### src/sui_pkg.sv
package sui_pkg;

    // fixed field widths
    localparam int STATE_W  = 6;
    localparam int CNT_W    = 7;
    localparam int SUBSET_W = 64;
    localparam int CFG_IDX_W = 2;
    localparam int CFG_DAT_W = 7;
    localparam int S_DATA_W = 80;
    localparam int M_DATA_W = 64;

    // opcodes
    localparam logic OP_LOAD  = 1'b0;
    localparam logic OP_APPLY = 1'b1;

    // directions
    localparam logic DIR_IMAGE    = 1'b0;
    localparam logic DIR_PREIMAGE = 1'b1;

    // register indexes
    localparam logic [CFG_IDX_W-1:0] REG_DIRECTION     = 2'd0;
    localparam logic [CFG_IDX_W-1:0] REG_STATES_IN_USE = 2'd1;

    localparam logic [CNT_W-1:0] STATES_RESET = 7'd64;

    typedef struct packed {
        logic             dir;
        logic [CNT_W-1:0] base;
        logic [CNT_W-1:0] count;
    } slice_ctl_t;

endpackage

### src/sui_map_mem.sv
module sui_map_mem
    import sui_pkg::*;
#(
    parameter int ROWS  = 16,
    parameter int ROW_W = 4,
    parameter int LANES = 8,
    parameter int LANE_W = 3
)
(
    input  logic                       clk,
    input  logic                       wr_en,
    input  logic [ROW_W-1:0]           wr_row,
    input  logic [LANE_W-1:0]          wr_lane,
    input  logic [STATE_W-1:0]         wr_data,
    input  logic                       rd_en,
    input  logic [ROW_W-1:0]           rd_row,
    output logic [LANES*STATE_W-1:0]   rd_data
);

    logic [LANES*STATE_W-1:0] mem [ROWS];

    // one entry of a row written per load
    always_ff @(posedge clk)
    begin
        if (wr_en)
        begin
            mem[wr_row][wr_lane*STATE_W +: STATE_W] <= wr_data;
        end
    end

    always_ff @(posedge clk)
    begin
        if (rd_en)
        begin
            rd_data <= mem[rd_row];
        end
    end

endmodule

### src/sui_slice_unit.sv
module sui_slice_unit
    import sui_pkg::*;
#(
    parameter int SLICE_BITS = 8
)
(
    input  logic [SLICE_BITS*STATE_W-1:0] row_data,
    input  slice_ctl_t                    ctl,
    input  logic [SUBSET_W-1:0]           subset,
    output logic [SUBSET_W-1:0]           contrib
);

    // each lane handles state base+j of the slice
    always_comb
    begin : lanes
        logic [CNT_W-1:0]   n;
        logic [STATE_W-1:0] t;
        contrib = '0;
        for (int j = 0; j < SLICE_BITS; j++)
        begin
            n = ctl.base + CNT_W'(j);
            t = row_data[j*STATE_W +: STATE_W];
            if (n < ctl.count)
            begin
                if (ctl.dir == DIR_IMAGE)
                begin
                    if (subset[n[STATE_W-1:0]])
                    begin
                        contrib[t] = 1'b1;
                    end
                end
                else if (subset[t])
                begin
                    contrib[n[STATE_W-1:0]] = 1'b1;
                end
            end
        end
    end

endmodule

### src/subset_image_under_letter_top.sv
// channel  | direction | signals                          | word
// s_*      | in        | s_tvalid s_tready s_tdata s_tuser s_tlast | load or apply item
// m_*      | out       | m_tvalid m_tready m_tdata m_tlast | image/preimage subset
// cfg_*    | in        | cfg_valid cfg_ready cfg_index cfg_data | register write
//
// A load word writes one map entry when it is taken.
// An apply word is worked in S_RUN, one slice of states per cycle: each slice is read
// from the map memory and accumulated; in S_OUT the result goes to the output register.
// s_tready is low from the cycle after an apply word is taken until its result is
// registered; a result still waiting in the output register holds the next one back.
// rst_n clears control and config; the map memory is not cleared.
module subset_image_under_letter_top
    import sui_pkg::*;
#(
    parameter int NUM_STATES  = 64,
    parameter int NUM_LETTERS = 2,
    parameter int SLICE_BITS  = 8
)
(
    input  logic                  clk,
    input  logic                  rst_n,
    input  logic                  s_tvalid,
    output logic                  s_tready,
    // letter[0], source_state[6:1], target_state[12:7], subset_in[76:13], zeros above
    input  logic [S_DATA_W-1:0]   s_tdata,
    // opcode[0]
    input  logic                  s_tuser,
    input  logic                  s_tlast,
    output logic                  m_tvalid,
    input  logic                  m_tready,
    // subset_out[63:0]
    output logic [M_DATA_W-1:0]   m_tdata,
    output logic                  m_tlast,
    input  logic                  cfg_valid,
    output logic                  cfg_ready,
    input  logic [CFG_IDX_W-1:0]  cfg_index,
    input  logic [CFG_DAT_W-1:0]  cfg_data
);

    localparam int SLICES = (NUM_STATES + SLICE_BITS - 1) / SLICE_BITS;
    localparam int ROWS   = NUM_LETTERS * SLICES;
    localparam int ROW_W  = (ROWS > 1) ? $clog2(ROWS) : 1;
    localparam int SLC_W  = $clog2(SLICES + 1);
    localparam int LANE_W = (SLICE_BITS > 1) ? $clog2(SLICE_BITS) : 1;
    localparam int NUM_SRC = 1 << STATE_W;
    localparam logic [ROW_W-1:0] LETTER1_BASE = ROW_W'(SLICES);
    localparam logic [CNT_W-1:0] MAX_COUNT    = CNT_W'(NUM_STATES);
    localparam logic [CNT_W-1:0] SLICE_STEP   = CNT_W'(SLICE_BITS);

    localparam logic [1:0] S_IDLE = 2'd0;
    localparam logic [1:0] S_RUN  = 2'd1;
    localparam logic [1:0] S_OUT  = 2'd2;

    logic [1:0]             state_reg, state_next;
    logic                   direction_reg;
    logic [CNT_W-1:0]       states_reg;
    logic                   letter_reg, letter_next;
    logic                   last_reg, last_next;
    logic [CNT_W-1:0]       count_reg, count_next;
    logic [SUBSET_W-1:0]    subset_reg, subset_next;
    logic [SUBSET_W-1:0]    mask_reg, mask_next;
    logic [SUBSET_W-1:0]    acc_reg, acc_next;
    logic [CNT_W-1:0]       issue_base_reg, issue_base_next;
    logic [SLC_W-1:0]       slice_reg, slice_next;
    logic                   pend_reg, pend_next;
    logic [CNT_W-1:0]       pend_base_reg, pend_base_next;
    logic                   m_valid_reg, m_valid_next;
    logic [M_DATA_W-1:0]    m_data_reg, m_data_next;
    logic                   m_last_reg, m_last_next;

    logic                   in_letter;
    logic [STATE_W-1:0]     in_src;
    logic [STATE_W-1:0]     in_dst;
    logic [SUBSET_W-1:0]    in_subset;
    logic                   s_fire;
    logic                   letter_ok;
    logic [CNT_W-1:0]       sat_count;
    logic [SUBSET_W-1:0]    new_mask;
    logic                   issue_ok;

    logic                   wr_en;
    logic [ROW_W-1:0]       wr_row;
    logic                   rd_en;
    logic [ROW_W-1:0]       rd_row;
    logic [SLICE_BITS*STATE_W-1:0] rd_data;
    slice_ctl_t             ctl;
    logic [SUBSET_W-1:0]    contrib;

    logic [SLC_W-1:0]       slice_of [NUM_SRC];
    logic [LANE_W-1:0]      lane_of  [NUM_SRC];

    // constant lookup: slice and lane of every source state
    for (genvar g = 0; g < NUM_SRC; g++)
    begin : g_lut
        assign slice_of[g] = SLC_W'(g / SLICE_BITS);
        assign lane_of[g]  = LANE_W'(g % SLICE_BITS);
    end

    assign in_letter = s_tdata[0];
    assign in_src    = s_tdata[6:1];
    assign in_dst    = s_tdata[12:7];
    assign in_subset = s_tdata[76:13];

    assign s_tready  = (state_reg == S_IDLE);
    assign s_fire    = s_tvalid && s_tready;
    assign cfg_ready = 1'b1;

    assign letter_ok = (NUM_LETTERS > 1) || (in_letter == 1'b0);
    assign sat_count = (states_reg > MAX_COUNT) ? MAX_COUNT : states_reg;
    // shift by 64 leaves zero, so a full count gives all ones
    assign new_mask  = ~({SUBSET_W{1'b1}} << (letter_ok ? sat_count : '0));

    assign wr_en  = s_fire && (s_tuser == OP_LOAD) && letter_ok
                    && ({1'b0, in_src} < MAX_COUNT) && ({1'b0, in_dst} < MAX_COUNT);
    assign wr_row = (in_letter ? LETTER1_BASE : '0) + ROW_W'(slice_of[in_src]);

    assign issue_ok = (state_reg == S_RUN) && (issue_base_reg < count_reg);
    assign rd_en    = issue_ok;
    assign rd_row   = (letter_reg ? LETTER1_BASE : '0) + ROW_W'(slice_reg);

    assign ctl.dir   = direction_reg;
    assign ctl.base  = pend_base_reg;
    assign ctl.count = count_reg;

    sui_map_mem #(
        .ROWS   (ROWS),
        .ROW_W  (ROW_W),
        .LANES  (SLICE_BITS),
        .LANE_W (LANE_W)
    ) u_map (
        .clk     (clk),
        .wr_en   (wr_en),
        .wr_row  (wr_row),
        .wr_lane (lane_of[in_src]),
        .wr_data (in_dst),
        .rd_en   (rd_en),
        .rd_row  (rd_row),
        .rd_data (rd_data)
    );

    sui_slice_unit #(
        .SLICE_BITS (SLICE_BITS)
    ) u_slice (
        .row_data (rd_data),
        .ctl      (ctl),
        .subset   (subset_reg),
        .contrib  (contrib)
    );

    always_comb
    begin
        state_next      = state_reg;
        letter_next     = letter_reg;
        last_next       = last_reg;
        count_next      = count_reg;
        subset_next     = subset_reg;
        mask_next       = mask_reg;
        acc_next        = acc_reg;
        issue_base_next = issue_base_reg;
        slice_next      = slice_reg;
        pend_next       = 1'b0;
        pend_base_next  = pend_base_reg;
        m_valid_next    = m_valid_reg && !m_tready;
        m_data_next     = m_data_reg;
        m_last_next     = m_last_reg;
        unique case (state_reg)
            S_IDLE:
            begin
                if (s_fire && (s_tuser == OP_APPLY))
                begin
                    letter_next     = in_letter;
                    last_next       = s_tlast;
                    count_next      = letter_ok ? sat_count : '0;
                    mask_next       = new_mask;
                    subset_next     = in_subset & new_mask;
                    acc_next        = '0;
                    issue_base_next = '0;
                    slice_next      = '0;
                    state_next      = S_RUN;
                end
            end
            S_RUN:
            begin
                if (pend_reg)
                begin
                    acc_next = acc_reg | contrib;
                end
                if (issue_ok)
                begin
                    pend_next       = 1'b1;
                    pend_base_next  = issue_base_reg;
                    issue_base_next = issue_base_reg + SLICE_STEP;
                    slice_next      = slice_reg + SLC_W'(1);
                end
                else if (!pend_reg)
                begin
                    state_next = S_OUT;
                end
            end
            S_OUT:
            begin
                if (!m_valid_reg || m_tready)
                begin
                    m_valid_next = 1'b1;
                    m_data_next  = acc_reg & mask_reg;
                    m_last_next  = last_reg;
                    state_next   = S_IDLE;
                end
            end
            default:
            begin
                state_next = S_IDLE;
            end
        endcase
    end

    always_ff @(posedge clk or negedge rst_n)
    begin
        if (!rst_n)
        begin
            state_reg     <= S_IDLE;
            pend_reg      <= 1'b0;
            m_valid_reg   <= 1'b0;
            direction_reg <= DIR_IMAGE;
            states_reg    <= STATES_RESET;
        end
        else
        begin
            state_reg   <= state_next;
            pend_reg    <= pend_next;
            m_valid_reg <= m_valid_next;
            if (cfg_valid && cfg_ready)
            begin
                unique case (cfg_index)
                    REG_DIRECTION:     direction_reg <= cfg_data[0];
                    REG_STATES_IN_USE: states_reg    <= cfg_data;
                    default:           ;
                endcase
            end
        end
    end

    always_ff @(posedge clk)
    begin
        letter_reg     <= letter_next;
        last_reg       <= last_next;
        count_reg      <= count_next;
        subset_reg     <= subset_next;
        mask_reg       <= mask_next;
        acc_reg        <= acc_next;
        issue_base_reg <= issue_base_next;
        slice_reg      <= slice_next;
        pend_base_reg  <= pend_base_next;
        m_data_reg     <= m_data_next;
        m_last_reg     <= m_last_next;
    end

    assign m_tvalid = m_valid_reg;
    assign m_tdata  = m_data_reg;
    assign m_tlast  = m_last_reg;

endmodule

### config.mk
export PLATFORM = sky130hd
export DESIGN_NAME = subset_image_under_letter_top
export DESIGN_NICKNAME = d
export VERILOG_FILES = /design/src/sui_pkg.sv /design/src/sui_map_mem.sv /design/src/sui_slice_unit.sv /design/src/subset_image_under_letter_top.sv
export SDC_FILE = /design/constraint.sdc
export NUM_CORES = 2
export LEC_CHECK = 0
export BUFFER_PORTS_ARGS = -buffer_cell sky130_fd_sc_hd__buf_2
export CORE_MARGIN = 5
export CORE_UTILIZATION = 35
export CTS_CLUSTER_SIZE = 28
export DETAILED_ROUTE_END_ITERATION = 12
export HOLD_SLACK_MARGIN = 0.05
export PLACE_DENSITY_LB_ADDON = 0.12
export RECOVER_POWER = 50
export SETUP_SLACK_MARGIN = 0.15
export SYNTH_ARGS = -nofsm -noshare
export SYNTH_HDL_FRONTEND = slang
export SYNTH_SLANG_ARGS = --single-unit
### constraint.sdc
create_clock -name clk -period 10.1 [get_ports clk]
set_clock_uncertainty 0.1 [all_clocks]
set_input_delay 2.525 -clock clk [delete_from_list [all_inputs] [get_ports clk]]
set_output_delay 2.525 -clock clk [all_outputs]
set_load 0.01 [all_outputs]
======== Yosys cells after proc, flatten, opt, wreduce, memory -nomap -nowiden ========
Memory sizes are Yosys's and may differ from the RTL's. A register that Yosys moved wholly into a read port is not among the register bits.
Cells that the tools add are included.
word-level totals
  register bits ........................... 296
  bits in read-only memories .............. 448
  bits in writable memories ............... 768
  output and inout bits ................... 68
  memories ................................ 3
  bits of input ports ..................... 96
  logic and storage cells ................. 265
memories
  name             words  bits a word  rd ports  clocked after memory_dff  wr ports  RTL line                              RTL
  u_map.mem        16     48           1         1                         1         sui_map_mem.sv:20                     logic [LANES*STATE_W-1:0] mem [ROWS];
  (no name shown)  64     4            1         0                         0         subset_image_under_letter_top.sv:115  assign wr_row = (in_letter ? LETTER1_BASE : '0) + ROW_W'(slice_of[in_src]);
  (no name shown)  64     3            1         0                         0         subset_image_under_letter_top.sv:134  .wr_lane (lane_of[in_src]),
operators by class
  magnitude comparators ................... 43
  add/subtract/negate cells ............... 12
  muxes and demuxes ....................... 123
  bitwise logic cells ..................... 20
  reductions and logical operators ........ 35
  shifts and indexed selects .............. 3
  multiply operators ...................... 1
  equal/unequal tests ..................... 9
operators by type and width
  kind                                                        number
  two-way mux 64 bit                                          34
  OR 64 bit                                                   15
  bitwise AND 64 bit                                          2
  case mux 64 bit (2 select lines)                            1
  less-than comparator 6 x 7 -> 1 bit, second input constant  16
  binary-select mux 1 bit (select 6 bit)                      16
  demux 1 bit (select 6 bit)                                  16
  >= comparator 6 x 1 -> 1 bit, second input constant         16
  NOT 64 bit                                                  1
  left shift 64 x 7 -> 64 bit, first input constant           1
  less-than comparator 7 bit                                  9
  two-way mux 48 bit                                          1
  variable shift 6 x 34 -> 48 bit, first input constant       1
  variable part select 6 x 34 -> 48 bit                       1
  two-way mux 1 bit                                           37
  negation 6 -> 34 bit                                        1
  adder 7 x 3 -> 7 bit, second input constant                 4
  two-way mux 4 bit                                           6
  logical AND 1 bit                                           21
  two-way mux 7 bit                                           3
  adder 7 x 2 -> 7 bit, second input constant                 2
  case mux 7 bit (2 select lines)                             1
  inequality test 2 bit, second input constant                5
  AND reduction 2 bit                                         5
  22 further kinds                                            31

======== Depth between registers and ports, before layout ========
  word-level depth ........................ 38
  mapped depth ............................ 14
  gate-level depth less buffers ........... 12

======== Cells and area by module ========
A second synthesis with hierarchy kept.
second synthesis, totals
  cell total of the unflattened synthesis .. 5448
  area total of the unflattened synthesis .. 64206.6 um^2
by module, submodules not included
  module                         times used  area an instance (um^2)  cells each
  sui_map_mem                    1           33586.0                  1840
  sui_slice_unit                 1           19448.7                  2850
  subset_image_under_letter_top  1           11172.0                  758

======== Worst setup path after synthesis ========
Ideal clock, no wire load.
  kind .................................... reg2reg
  start point ............................. register issue_base_reg[3]
  end point ............................... register issue_base_reg[3], enable pin
  path buffers ............................ 0
  cell stages (with the launch flop) ...... 8
  data arrival time ....................... 5810 ps
  slack ................................... 3854 ps
  clock period less this slack ............ 6246 ps
  cells stage by stage .................... edfxtp_1 > ha_1 > nor4b_1 > o21a_1 > o21ai_0 > nand2b_1 > a211oi_1 > nand2b_1
on the way
  cells in the longest elaborated chain, start to end .. 4
RTL lines
  item                                    RTL line                              RTL
  start: declaration                      subset_image_under_letter_top.sv:63   logic [CNT_W-1:0] issue_base_reg, issue_base_next;
  start signal: assignment                subset_image_under_letter_top.sv:251  issue_base_reg <= issue_base_next;
  less-than comparator 7 bit              subset_image_under_letter_top.sv:117  assign issue_ok = (state_reg == S_RUN) && (issue_base_reg < count_reg);
  logical AND 1 bit                       subset_image_under_letter_top.sv:117
  named net issue_ok                      subset_image_under_letter_top.sv:79   logic issue_ok;
  inequality test 2 bit (no source line)  -
  AND reduction 3 bit (no source line)    -
The timed path passes the listed nets, and every way through them passes these cells.
A chain may end at the register's enable or synchronous reset.

======== Final worst setup path ========
  start point ............................. input s_tdata[1]
  end point ............................... memory u_map.mem[11][39] (netlist name), enable pin
on the way
  cells in the longest elaborated chain, start to end .. 8
  elaborated cells between the ends (all ways) .. 12
  classes of those cells .................. 2 x add/sub; 1 x mul; 1 x shift; 5 x mux; 1 x bitwise; 2 x memory
RTL lines
  item                                                  RTL line                                                                    RTL
  start: declaration                                    subset_image_under_letter_top.sv:25                                         input logic [S_DATA_W-1:0] s_tdata,
  NOT 6 -> 7 bit (implied by the code) (*)              subset_image_under_letter_top.sv:115, subset_image_under_letter_top.sv:134
  memory read (64 x 3 bit)                              -
  two-way mux 3 bit (implied by the code) (2 in a row)  subset_image_under_letter_top.sv:134
  multiplier 3 x 2 -> 5 bit                             sui_map_mem.sv:27                                                           mem[wr_row][wr_lane*STATE_W +: STATE_W] <= wr_data;
  negation 6 -> 34 bit                                  sui_map_mem.sv:27
  variable shift 6 x 34 -> 48 bit                       sui_map_mem.sv:27
  two-way mux 48 bit (implied by the code)              sui_map_mem.sv:27
  end: declaration                                      sui_map_mem.sv:20
Every way passes the cells marked *; elsewhere a longest branch is shown, timed or not. The select of a mux whose other input is x is not followed.

==> run metrics <==
Hold Fails Final Rpt=0; Die Area=0.165 mm^2; Initial Utilization=35.2%; 1st-iter DRT viols=5,144; slew margin rel.=-216%; H-tree Lvls=3; Sw Share=35.8%; Nets=4,200; Die Ht=406 um; top post-synthesis cells by area=edfxtp_1, mux4_2, nor2_1, and2_1, nand2_1; fin cells=6,254; Slew Limit Fails=667; total core area=0.156 mm^2; CP Launch Type=primary input; Internal Power=9540 uW; CTS max path bufs=3; min cycle time layout=8.16 ns; Crit Path Max Fanout=35; total of max-cap violations=17; number of antenna violations at the first check in global routing=27; critical path type=in2reg; LEAKAGE=0.0190 uW; clock transition at the registers of the reported paths=0.06 ns; number of synthesized register bits=1,105; io pins=164; dpl cells=6,020; Clk pwr share=29.2%; clk sinks=1,105; Port Buffers=159; Biggest register=u_map.mem; worst setup margin=1.94 ns; slew of the pin with the lowest slew margin=4.75 ns; period utilization=80.8%; Syn. warnings=0; Power Density=239 mW/mm^2; delay-heaviest family, CP=simple AND/OR/NAND/NOR gates; placed instance area=0.0585 mm^2; Synth area leader=edfxtp_1; Clk Tree Root Cell=clkbuf_16; P&R area growth vs syn=13.1%; violated checks=capacitance limit, slew limit; top_reg_cell synth=edfxtp_1; average wire per standard cell=38.0 um; cts repair resizes=0; sw power=5320 uW; max reg flops=768; Syn Inst Count=3,961; vias per std cell=6.27; Place WS=1.91 ns; Final setup violation count=0; crit path max-delay cell type=clkbuf_1; top-area cell type share of the netlist area=59.8%; Distinct cells, synth=95; syn_nets=4,076; Die Wd=406 um; DRC=0; Req. time, crit path=10.46 ns; Critical Path AT=8.52 ns; total gr overflow=0; FP Rows=145; GRT Total Usage=28.3%; post-route ant nets=0; CP cell instances=clkbuf_1 > ha_1 > inv_1 > fa_1 > xnor2_1 > nor3_1 > ha_1 > inv_1 > nand2_1 > nor3_1 > nand2_1 > nor2_1; most common cell after layout, fill and taps aside=edfxtp_1; worst min path class=reg2reg; final WL=238 mm; CP Buf/Inv Count=3; setup bufs post-CTS=0; Num CTS Buffers=120; CTS tree=done; most frequent cells in the layout=edfxtp_1, nor2_1, mux4_2, nand2_1; DR vias=39,200; max incr delay on CP=1.09 ns; sequential share of power=40.6%; hold_ws=0.318 ns; share of cells above drive strength 1=20.3%; Worst-Skew Late Latency=0.78 ns; dpl hpwl=163 mm; total negative slack=0 ns; unrepaired setup endpoints after global routing=false; Hold Buf Count CTS=0; first-pass GRT wire length=322 mm; first-pass iteration count of the detailed router=8; peak supply drop=0.000159 V; async set-reset flop share out of synthesis=1.09%; GPL Wtd Cong=1.08; largest net degree at the start of global routing=130; synthesized area=0.0549 mm^2; vias in the first global route=38,700; Fmax=123 MHz; sequential area share after synthesis=60.3%; Design Area, Final=0.0621 mm^2; Crit. End Element=register; outcome=complete, but fails checks; Post-Syn Area per Cell=13.9 um^2; Gate power share=30.2%; Post-synth EDFFs=1,093
-- synth_stat cells, types with 29 or more instances --
master    number
o21ai_0       64
mux2i_1       36
nor3_1       104
nand2_1      239
inv_1         41
a22oi_1       36
o221ai_1      47
a31oi_1       41
and3_1        33
a211oi_1      32
a21oi_1       82
mux4_2       338
buf_2         37
nand4_1       31
o22ai_1       42
clkbuf_1     228
and2_1       150
buf_1         29
mux2_2        39
nor2b_1       50
a221oi_1      52
nor2_1       581
edfxtp_1    1093
nand3_1       88
nand2b_1      31
-- path summary, 6_finish.rpt --
check                      slack [ns]                          end  depth (start not counted)                  startpoint
setup / recovery                 1.94  u_map.mem[11][39]$_DFFE_PP_                         12                  s_tdata[1]
min in group asynchronous        1.90    states_reg[2]$_DFFE_PN0P_                          1                       rst_n
setup reg to reg                 2.10  u_map.rd_data[12]$_DFFE_PP_                          4  slice_reg[1]$_SDFFCE_PN0P_
hold reg to reg                  0.32            m_tlast$_DFFE_PP_                          0          last_reg$_DFFE_PP_
max in group asynchronous        7.17    direction_reg$_DFFE_PN0P_                          1                       rst_n
hold / removal                   0.32            m_tlast$_DFFE_PP_                          0          last_reg$_DFFE_PP_
-- per-stage QoR --
step	util [%]	total power [uW]
final	39.8	14900
after global routing	39.8	15300
after CTS	40.0	14800
after detailed placement	37.5	10400
after global placement	37.5	10400
after floorplan	-	8400
-- logic make-up after synthesis --
group,Yosys count,share of synthesized area (%)
muxes,416,15.4
other,1,0.00683
AOI/OAI and AO/OA,618,8.39
buffers and inverters,341,2.46
xor gates and xnor gates,9,0.157
and+or+nand+nor,1452,12.7
adders and majority gates,19,0.447
DFF,1105,60.3
-- power groups by stage --
stage                     clock network, uW  registers, uW  logic, uW
after floorplan                           0           5780       2620
final                                  4340           6040       4490
after global placement                    0           6070       4350
after global routing                   4620           6040       4630
after CTS                              4430           5980       4350
after detailed placement                  0           6070       4330
-- per-layer routing --
metal | track usage (%) | part of all wire [%] | vias up
met2 | 43.6 | 45 | 2245
met4 | 15.1 | 6.8 | 18
li1 | - | - | 16000
met5 | 0 | 0.050 | -
met3 | 6.82 | 8.9 | 645
met1 | 37.2 | 40 | 20300
-- layout make-up --
class                      count  area (um^2)
sequential                  1105        33100
tap                         2058         2570
antenna                        8         20.0
timing repair buffer         301         1700
clock buffer                 150         3160
inverter                      42          159
multi-input combinational   2515        20600
clock inverter                75          704
fill                       14800        94000
Power figures use the tool's default switching activity.
